## config.mk

```make
export PLATFORM = sky130hd
export DESIGN_NAME = masked_byte_pattern_scanner_core
export DESIGN_NICKNAME = d
export VERILOG_FILES = /design/src/rtl/mbps_pkg.sv /design/src/rtl/masked_byte_pattern_scanner_core.sv
export SDC_FILE = /design/constraint.sdc
export NUM_CORES = 2
export LEC_CHECK = 0
export BUFFER_PORTS_ARGS = -buffer_cell sky130_fd_sc_hd__buf_2
export CAP_MARGIN = 20
export CORE_ASPECT_RATIO = 1.1
export CORE_MARGIN = 3
export CORE_UTILIZATION = 30
export DETAILED_ROUTE_END_ITERATION = 10
export SYNTH_ARGS = -nofsm -noshare
export SYNTH_HDL_FRONTEND = slang
export SYNTH_SLANG_ARGS = --single-unit
```

## constraint.sdc

```tcl
create_clock -name clk -period 11.95 [get_ports clk]
set_clock_uncertainty 0.05 [all_clocks]
set_input_delay 1.195 -clock clk [delete_from_list [all_inputs] [get_ports clk]]
set_output_delay 1.195 -clock clk [all_outputs]
set_load 0.02 [all_outputs]
```

## src/rtl/mbps_pkg.sv

```systemverilog
// Shared constants and register index codes for the masked byte pattern scanner.
`default_nettype none

package mbps_pkg;

  localparam int MBPS_MAX_PATTERN   = 24;
  localparam int MBPS_POSITION_BITS = 32;

  localparam int PAT_WORD_W  = 64;
  localparam int CARE_W      = 24;
  localparam int LEN_CFG_W   = 5;
  localparam int COUNT_W     = 16;
  localparam int ADDR_W      = 48;
  localparam int CFG_DATA_W  = 64;
  localparam int CFG_INDEX_W = 3;

  typedef enum logic [CFG_INDEX_W-1:0] {
    REG_PAT_LOW    = 3'd0,
    REG_PAT_MID    = 3'd1,
    REG_PAT_HIGH   = 3'd2,
    REG_CARE_MASK  = 3'd3,
    REG_PAT_LENGTH = 3'd4,
    REG_WANTED_OCC = 3'd5,
    REG_BASE_ADDR  = 3'd6
  } cfg_reg_t;

endpackage

`default_nettype wire

```

## src/rtl/masked_byte_pattern_scanner_core.sv

```systemverilog
// Top level of the masked byte pattern scanner: window, compare, counters and result register.
//
// The core takes one region byte per cycle while in_stall is low and keeps the last
// MAX_PATTERN bytes in a shift window. Each byte passes through an input register; from
// there the whole window is compared against the pattern in parallel (care-masked), the
// match counter and byte position advance, and a result, if any, is loaded into the
// output register. Throughput is one word per clock when nothing stalls. The pace is
// set by the combinational window compare and the output register: while a result
// waits under out_stall, one more word is held in the input register, and words that
// produce no result keep flowing. A found result carries region_base plus the start
// offset; a region that ends without the wanted occurrence gives one not-found result
// with address 0. After the report, the rest of the region is dropped silently.
// Configuration must be written only while idle; the block does not enforce this.
`default_nettype none

module masked_byte_pattern_scanner_core #(
  parameter int MAX_PATTERN   = mbps_pkg::MBPS_MAX_PATTERN,
  parameter int POSITION_BITS = mbps_pkg::MBPS_POSITION_BITS
) (
  input  wire logic                            clk,
  input  wire logic                            rst_n,
  // configuration
  input  wire logic                            cfg_wr_en,
  input  wire logic [mbps_pkg::CFG_INDEX_W-1:0] cfg_index,
  input  wire logic [mbps_pkg::CFG_DATA_W-1:0]  cfg_wdata,
  // input channel
  input  wire logic                            in_valid,
  output logic                                 in_stall,
  input  wire logic [7:0]                      in_data_byte,
  input  wire logic                            in_end_of_region,
  // result channel
  output logic                                 out_valid,
  input  wire logic                            out_stall,
  output logic                                 out_found,
  output logic [mbps_pkg::ADDR_W-1:0]          out_match_address
);

  import mbps_pkg::*;

  localparam int LEN_W = (MAX_PATTERN > 1) ? $clog2(MAX_PATTERN + 1) : 1;
  localparam int IDX_W = (MAX_PATTERN > 1) ? $clog2(MAX_PATTERN) : 1;
  localparam logic [POSITION_BITS-1:0] POS_MAX = '1;
  localparam logic [COUNT_W-1:0] COUNT_MAX = '1;

  // configuration registers
  logic [3*PAT_WORD_W-1:0] pat_all_r;
  logic [CARE_W-1:0]       care_r;
  logic [LEN_CFG_W-1:0]    len_cfg_r;
  logic [COUNT_W-1:0]      wanted_r;
  logic [ADDR_W-1:0]       base_r;

  always_ff @(posedge clk) begin
    if (!rst_n) begin
      pat_all_r <= '0;
      care_r    <= '0;
      len_cfg_r <= LEN_CFG_W'(1);
      wanted_r  <= COUNT_W'(1);
      base_r    <= '0;
    end else if (cfg_wr_en) begin
      case (cfg_reg_t'(cfg_index))
        REG_PAT_LOW:    pat_all_r[0 +: PAT_WORD_W] <= cfg_wdata[PAT_WORD_W-1:0];
        REG_PAT_MID:    pat_all_r[PAT_WORD_W +: PAT_WORD_W] <= cfg_wdata[PAT_WORD_W-1:0];
        REG_PAT_HIGH:   pat_all_r[2*PAT_WORD_W +: PAT_WORD_W] <= cfg_wdata[PAT_WORD_W-1:0];
        REG_CARE_MASK:  care_r    <= cfg_wdata[CARE_W-1:0];
        REG_PAT_LENGTH: len_cfg_r <= cfg_wdata[LEN_CFG_W-1:0];
        REG_WANTED_OCC: wanted_r  <= cfg_wdata[COUNT_W-1:0];
        REG_BASE_ADDR:  base_r    <= cfg_wdata[ADDR_W-1:0];
        default: ;
      endcase
    end
  end

  // clamp pattern length into 1..MAX_PATTERN
  logic [LEN_W-1:0] len_eff;
  always_comb begin
    if (len_cfg_r == '0) begin
      len_eff = LEN_W'(1);
    end else if (int'(len_cfg_r) > MAX_PATTERN) begin
      len_eff = LEN_W'(MAX_PATTERN);
    end else begin
      len_eff = LEN_W'(len_cfg_r);
    end
  end

  // input register
  logic       s1_valid_r;
  logic [7:0] s1_byte_r;
  logic       s1_last_r;

  // scan state
  logic [7:0]               win_r [MAX_PATTERN];
  logic [POSITION_BITS-1:0] pos_r;
  logic [COUNT_W-1:0]       cnt_r;
  logic                     done_r;

  // output register
  logic              out_valid_r;
  logic              out_found_r;
  logic [ADDR_W-1:0] out_addr_r;

  // window as it stands after this word shifts in
  logic [7:0] win_nxt [MAX_PATTERN];
  always_comb begin
    win_nxt[0] = s1_byte_r;
    for (int k = 1; k < MAX_PATTERN; k++) begin
      win_nxt[k] = win_r[k-1];
    end
  end

  // pattern byte j lines up with window entry len-1-j
  logic             all_ok;
  logic [IDX_W-1:0] sel;
  always_comb begin
    all_ok = 1'b1;
    sel    = '0;
    for (int j = 0; j < MAX_PATTERN; j++) begin
      sel = IDX_W'(int'(len_eff) - 1 - j);
      if ((j < int'(len_eff)) && care_r[j] && (win_nxt[sel] != pat_all_r[8*j +: 8])) begin
        all_ok = 1'b0;
      end
    end
  end

  logic                     shift_en;
  logic [POSITION_BITS-1:0] pos_inc;
  logic [COUNT_W-1:0]       cnt_inc;
  logic                     hit;
  logic                     found_now;
  logic                     has_res;
  logic                     out_free;
  logic                     proceed;
  logic [POSITION_BITS-1:0] start_off;
  logic [ADDR_W-1:0]        match_addr;

  always_comb begin
    shift_en   = !done_r && (pos_r != POS_MAX);
    pos_inc    = pos_r + POSITION_BITS'(1);
    cnt_inc    = (cnt_r != COUNT_MAX) ? cnt_r + COUNT_W'(1) : cnt_r;
    hit        = shift_en && (pos_inc >= POSITION_BITS'(len_eff)) && all_ok;
    found_now  = hit && (cnt_inc == wanted_r);
    has_res    = found_now || (s1_last_r && !done_r);
    out_free   = !out_valid_r || !out_stall;
    proceed    = s1_valid_r && (out_free || !has_res);
    start_off  = pos_inc - POSITION_BITS'(len_eff);
    match_addr = base_r + ADDR_W'(start_off);
  end

  assign in_stall = s1_valid_r && !proceed;

  always_ff @(posedge clk) begin
    if (!rst_n) begin
      s1_valid_r  <= 1'b0;
      pos_r       <= '0;
      cnt_r       <= '0;
      done_r      <= 1'b0;
      out_valid_r <= 1'b0;
    end else begin
      // input register: load on accept, drop once processed
      if (in_valid && !in_stall) begin
        s1_valid_r <= 1'b1;
      end else if (proceed) begin
        s1_valid_r <= 1'b0;
      end

      if (proceed) begin
        if (s1_last_r) begin
          pos_r  <= '0;
          cnt_r  <= '0;
          done_r <= 1'b0;
        end else begin
          if (shift_en) begin
            pos_r <= pos_inc;
          end
          if (hit) begin
            cnt_r <= cnt_inc;
          end
          if (found_now) begin
            done_r <= 1'b1;
          end
        end
      end

      if (out_free) begin
        out_valid_r <= proceed && has_res;
      end
    end
  end

  // payload registers
  always_ff @(posedge clk) begin
    if (in_valid && !in_stall) begin
      s1_byte_r <= in_data_byte;
      s1_last_r <= in_end_of_region;
    end
    if (proceed && shift_en) begin
      for (int k = 0; k < MAX_PATTERN; k++) begin
        win_r[k] <= win_nxt[k];
      end
    end
    if (out_free) begin
      out_found_r <= found_now;
      out_addr_r  <= found_now ? match_addr : '0;
    end
  end

  assign out_valid         = out_valid_r;
  assign out_found         = out_found_r;
  assign out_match_address = out_addr_r;

endmodule

`default_nettype wire

```

==> results by group <==
Critical path
  – CP required: between 10 and 15 ns
  – CP max FO: between 50 and 60
  – Worst EP arrival: 8.83 ns
  – Crit Path Class: reg -> out
  – Worst Setup End Kind: output pin
  – Critical path launch point type: register

Clock network
  – Reg clk slew, reported paths: 0.06 ns
  – Number of buffers created by CTS: 72
  – Root Driver: clkbuf_16
  – CTS Buffer Depth: 3
  – Clock sink total: 578
  – Hold-fix buffers, CTS: 0
  – Post-CTS sizing: 0
  – Clock tree from TritonCTS: built
  – Later-pin clock latency in the skew report: 0.72 ns
  – Post-CTS setup buffers: 0
  – Htree depth: 3

Logic synthesis
  – Sequential area share after synthesis: around a third
  – Post-synth EDFFs: 242
  – Mapped Cells: 4898
  – Most used DFF post-synth: dfxtp_1
  – Mapped Area: 41900 µm²
  – #FFs+latches synth: ~580
  – Asr flop ratio synth: 0%
  – Mean post-synth cell area: roughly 8.6 µm²
  – Syn Nets: 5030
  – Synth warnings: 0
  – Post-synth cell types: 111

Placed design
  – PortBufs: 131
  – Pre-CTS setup slack: 2.62 ns
  – Hpwl dp: 135 mm
  – GP Congestion: 1.04

Timing
  – Final Hold Viols: 0
  – Final setup margin: 1.88 ns
  – Fmax: 99.3 MHz
  – Worst-Margin Slew: 1.24 ns
  – Slew Limit Headroom: between 15 and 20%
  – Setup violators final: 0
  – Max-slew violations: 0
  – Unrepaired setup endpoints after global routing: false
  – Post-layout minimum cycle time: 10.07 ns
  – Final Cycle Share: 84.3%
  – Setup TNS: 0 ns

Global routing
  – Initial antenna violation count: 16
  – Largest net degree at the start of global routing: approximately 120
  – GR Util All Layers: roughly a quarter
  – Vias in the first global route: between 30k and 40k
  – Total grt overflow: 0
  – First-pass GRT wire length: 257 mm

Finish
  – Most common cell after layout, fill and taps aside: nand2_1
  – Final-layout fill cell count: 14.4k
  – Post-layout net count: 4968
  – Commonest non-fill, non-tap cells in the layout: 863 x nand2_1, 557 x a21oi_1, 377 x mux2i_1
  – Share of cells above drive strength 1: 11.2%
  – Layout area overhead: 10.6%

Run
  – MaxCap Viol Count: 0

Route
  – Wire per inst: ~27 µm
  – DR vias: 40.1k
  – Drt pass-1 iters: 6
  – Post-route DRC: 0
  – Vias per cell: 5.98
  – WL final: 180 mm
  – Final ANT Viol Nets: 0
  – Initial DRC Count: 5562

Hold path
  – Worst Hold Class: reg -> reg

Die
  – Die height: 398 µm
  – Total core area: 138000 µm²
  – Initial cell density of the core: a little under a third
  – Row count: about 140
  – Die width: 362 µm
  – Io pins: 132
  – Die area: 144000 µm²

Power
  – Leakage power: 17.1 nW
  – PD cells: 118 nW/µm²
  – Worst VDD drop: 0.000106 V

Run status
  – Status: finished, final reports clean
-- power by group --
part           leakage (nW)  internal (mW)  switching [mW]
clock network          1.15           1.26           0.940
registers              5.11           2.15           0.108
logic                  10.9          0.339           0.692
total                  17.1           3.75            1.74
-- state kept, by name, indices dropped and copies added, names as in the netlist --
| name | cells |
|---|---|
| pos_r | 32 |
| cnt_r | 16 |
| done_r | 1 |
| wanted_r | 16 |
| base_r | 48 |
| out_found | 1 |
| s1_byte_r | 8 |
| pat_all_r | 192 |
| care_r | 24 |
| win_r | 184 |
| s1_last_r | 1 |
| out_valid | 1 |
| out_match_address | 48 |
| len_cfg_r | 5 |
| s1_valid_r | 1 |
-- synth_stat cells, types with 94 or more instances --
cell type / n / share of area (%)
a21oi_1: 557 / 6.7
buf_2: 97 / 1.2
clkbuf_1: 192 / 1.7
dfxtp_1: 336 / 16
edfxtp_1: 242 / 17
mux2i_1: 377 / 9.0
nand2_1: 866 / 7.8
nand3_1: 94 / 1.1
nor2_1: 240 / 2.1
nor3_1: 128 / 1.5
o21ai_0: 117 / 1.4
xnor2_1: 236 / 4.9
xor2_1: 142 / 3.0
-- logic make-up after synthesis --
family          synth area share, %
mux                            14.0
buf+inv                        4.44
simple gates                   17.8
flops                          33.4
fa+ha+maj                      1.56
xor+xnor                       8.01
compound gates                 20.8
-- stage by stage --
stage	instances	instance area, µm²	hold slack [ns]	power (mW)	utilization (%)
after detailed placement	6569	44000	0.401	3.30	31.7
after floorplan	4898	41900	0.381	2.91	-
after CTS	6700	46300	0.408	5.50	33.4
after global routing	6706	46300	0.424	5.67	33.5
after global placement	6566	43900	0.395	3.29	31.7
final	6708	46300	0.410	5.49	33.5
-- layer usage --
metal | share of wire, % | wire length, µm | global-route usage, %
met1 | 41 | 73100 | 30.9
met4 | 6.1 | 11000 | 12.9
met2 | 44 | 79200 | 36.7
met5 | 0.015 | 27 | 0
met3 | 9.4 | 17000 | 6.10
-- worst max-delay path, cell delays in order (launching register included) --
cell and delay, ns:
dfxtp_4 0.85, buf_4 0.59, nor3_1 0.15, o21a_1 0.41, inv_4 0.40, ha_1 0.60
nand2_1 0.27, nor2_1 0.19, or4_1 0.73, mux4_2 0.61, xor2_1 0.19, nand3_1 0.10
o311ai_0 0.81, o311ai_0 0.29, nor4_1 0.42, nand4_2 0.25, nor4_4 0.70, o211a_1 0.28
buf_2 0.18
-- area by class of cell --
class / count / area, µm² / area share (%)
inverter: 63 / 251 / 0.543
multi-input combinational: 3909 / 26200 / 56.5
clock buffer: 103 / 2090 / 4.51
sequential: 578 / 14000 / 30.2
tap: 1812 / 2270 / 4.89
antenna: 3 / 7.51 / 0.0162
clock inverter: 28 / 255 / 0.551
timing repair buffer: 212 / 1280 / 2.76
-- worst paths after layout --
path / startpoint / end / slack, ns / depth (start not counted)
worst max register to register: len_cfg_r[2] / win_r[1][20] / 2.42 / 19
worst min-delay path: base_r[20] / base_r[20] / 0.41 / 2
worst min register to register: base_r[20] / base_r[20] / 0.41 / 2
worst max-delay path: len_cfg_r[2] / in_stall / 1.88 / 18
(Power assumes the default switching activity.)
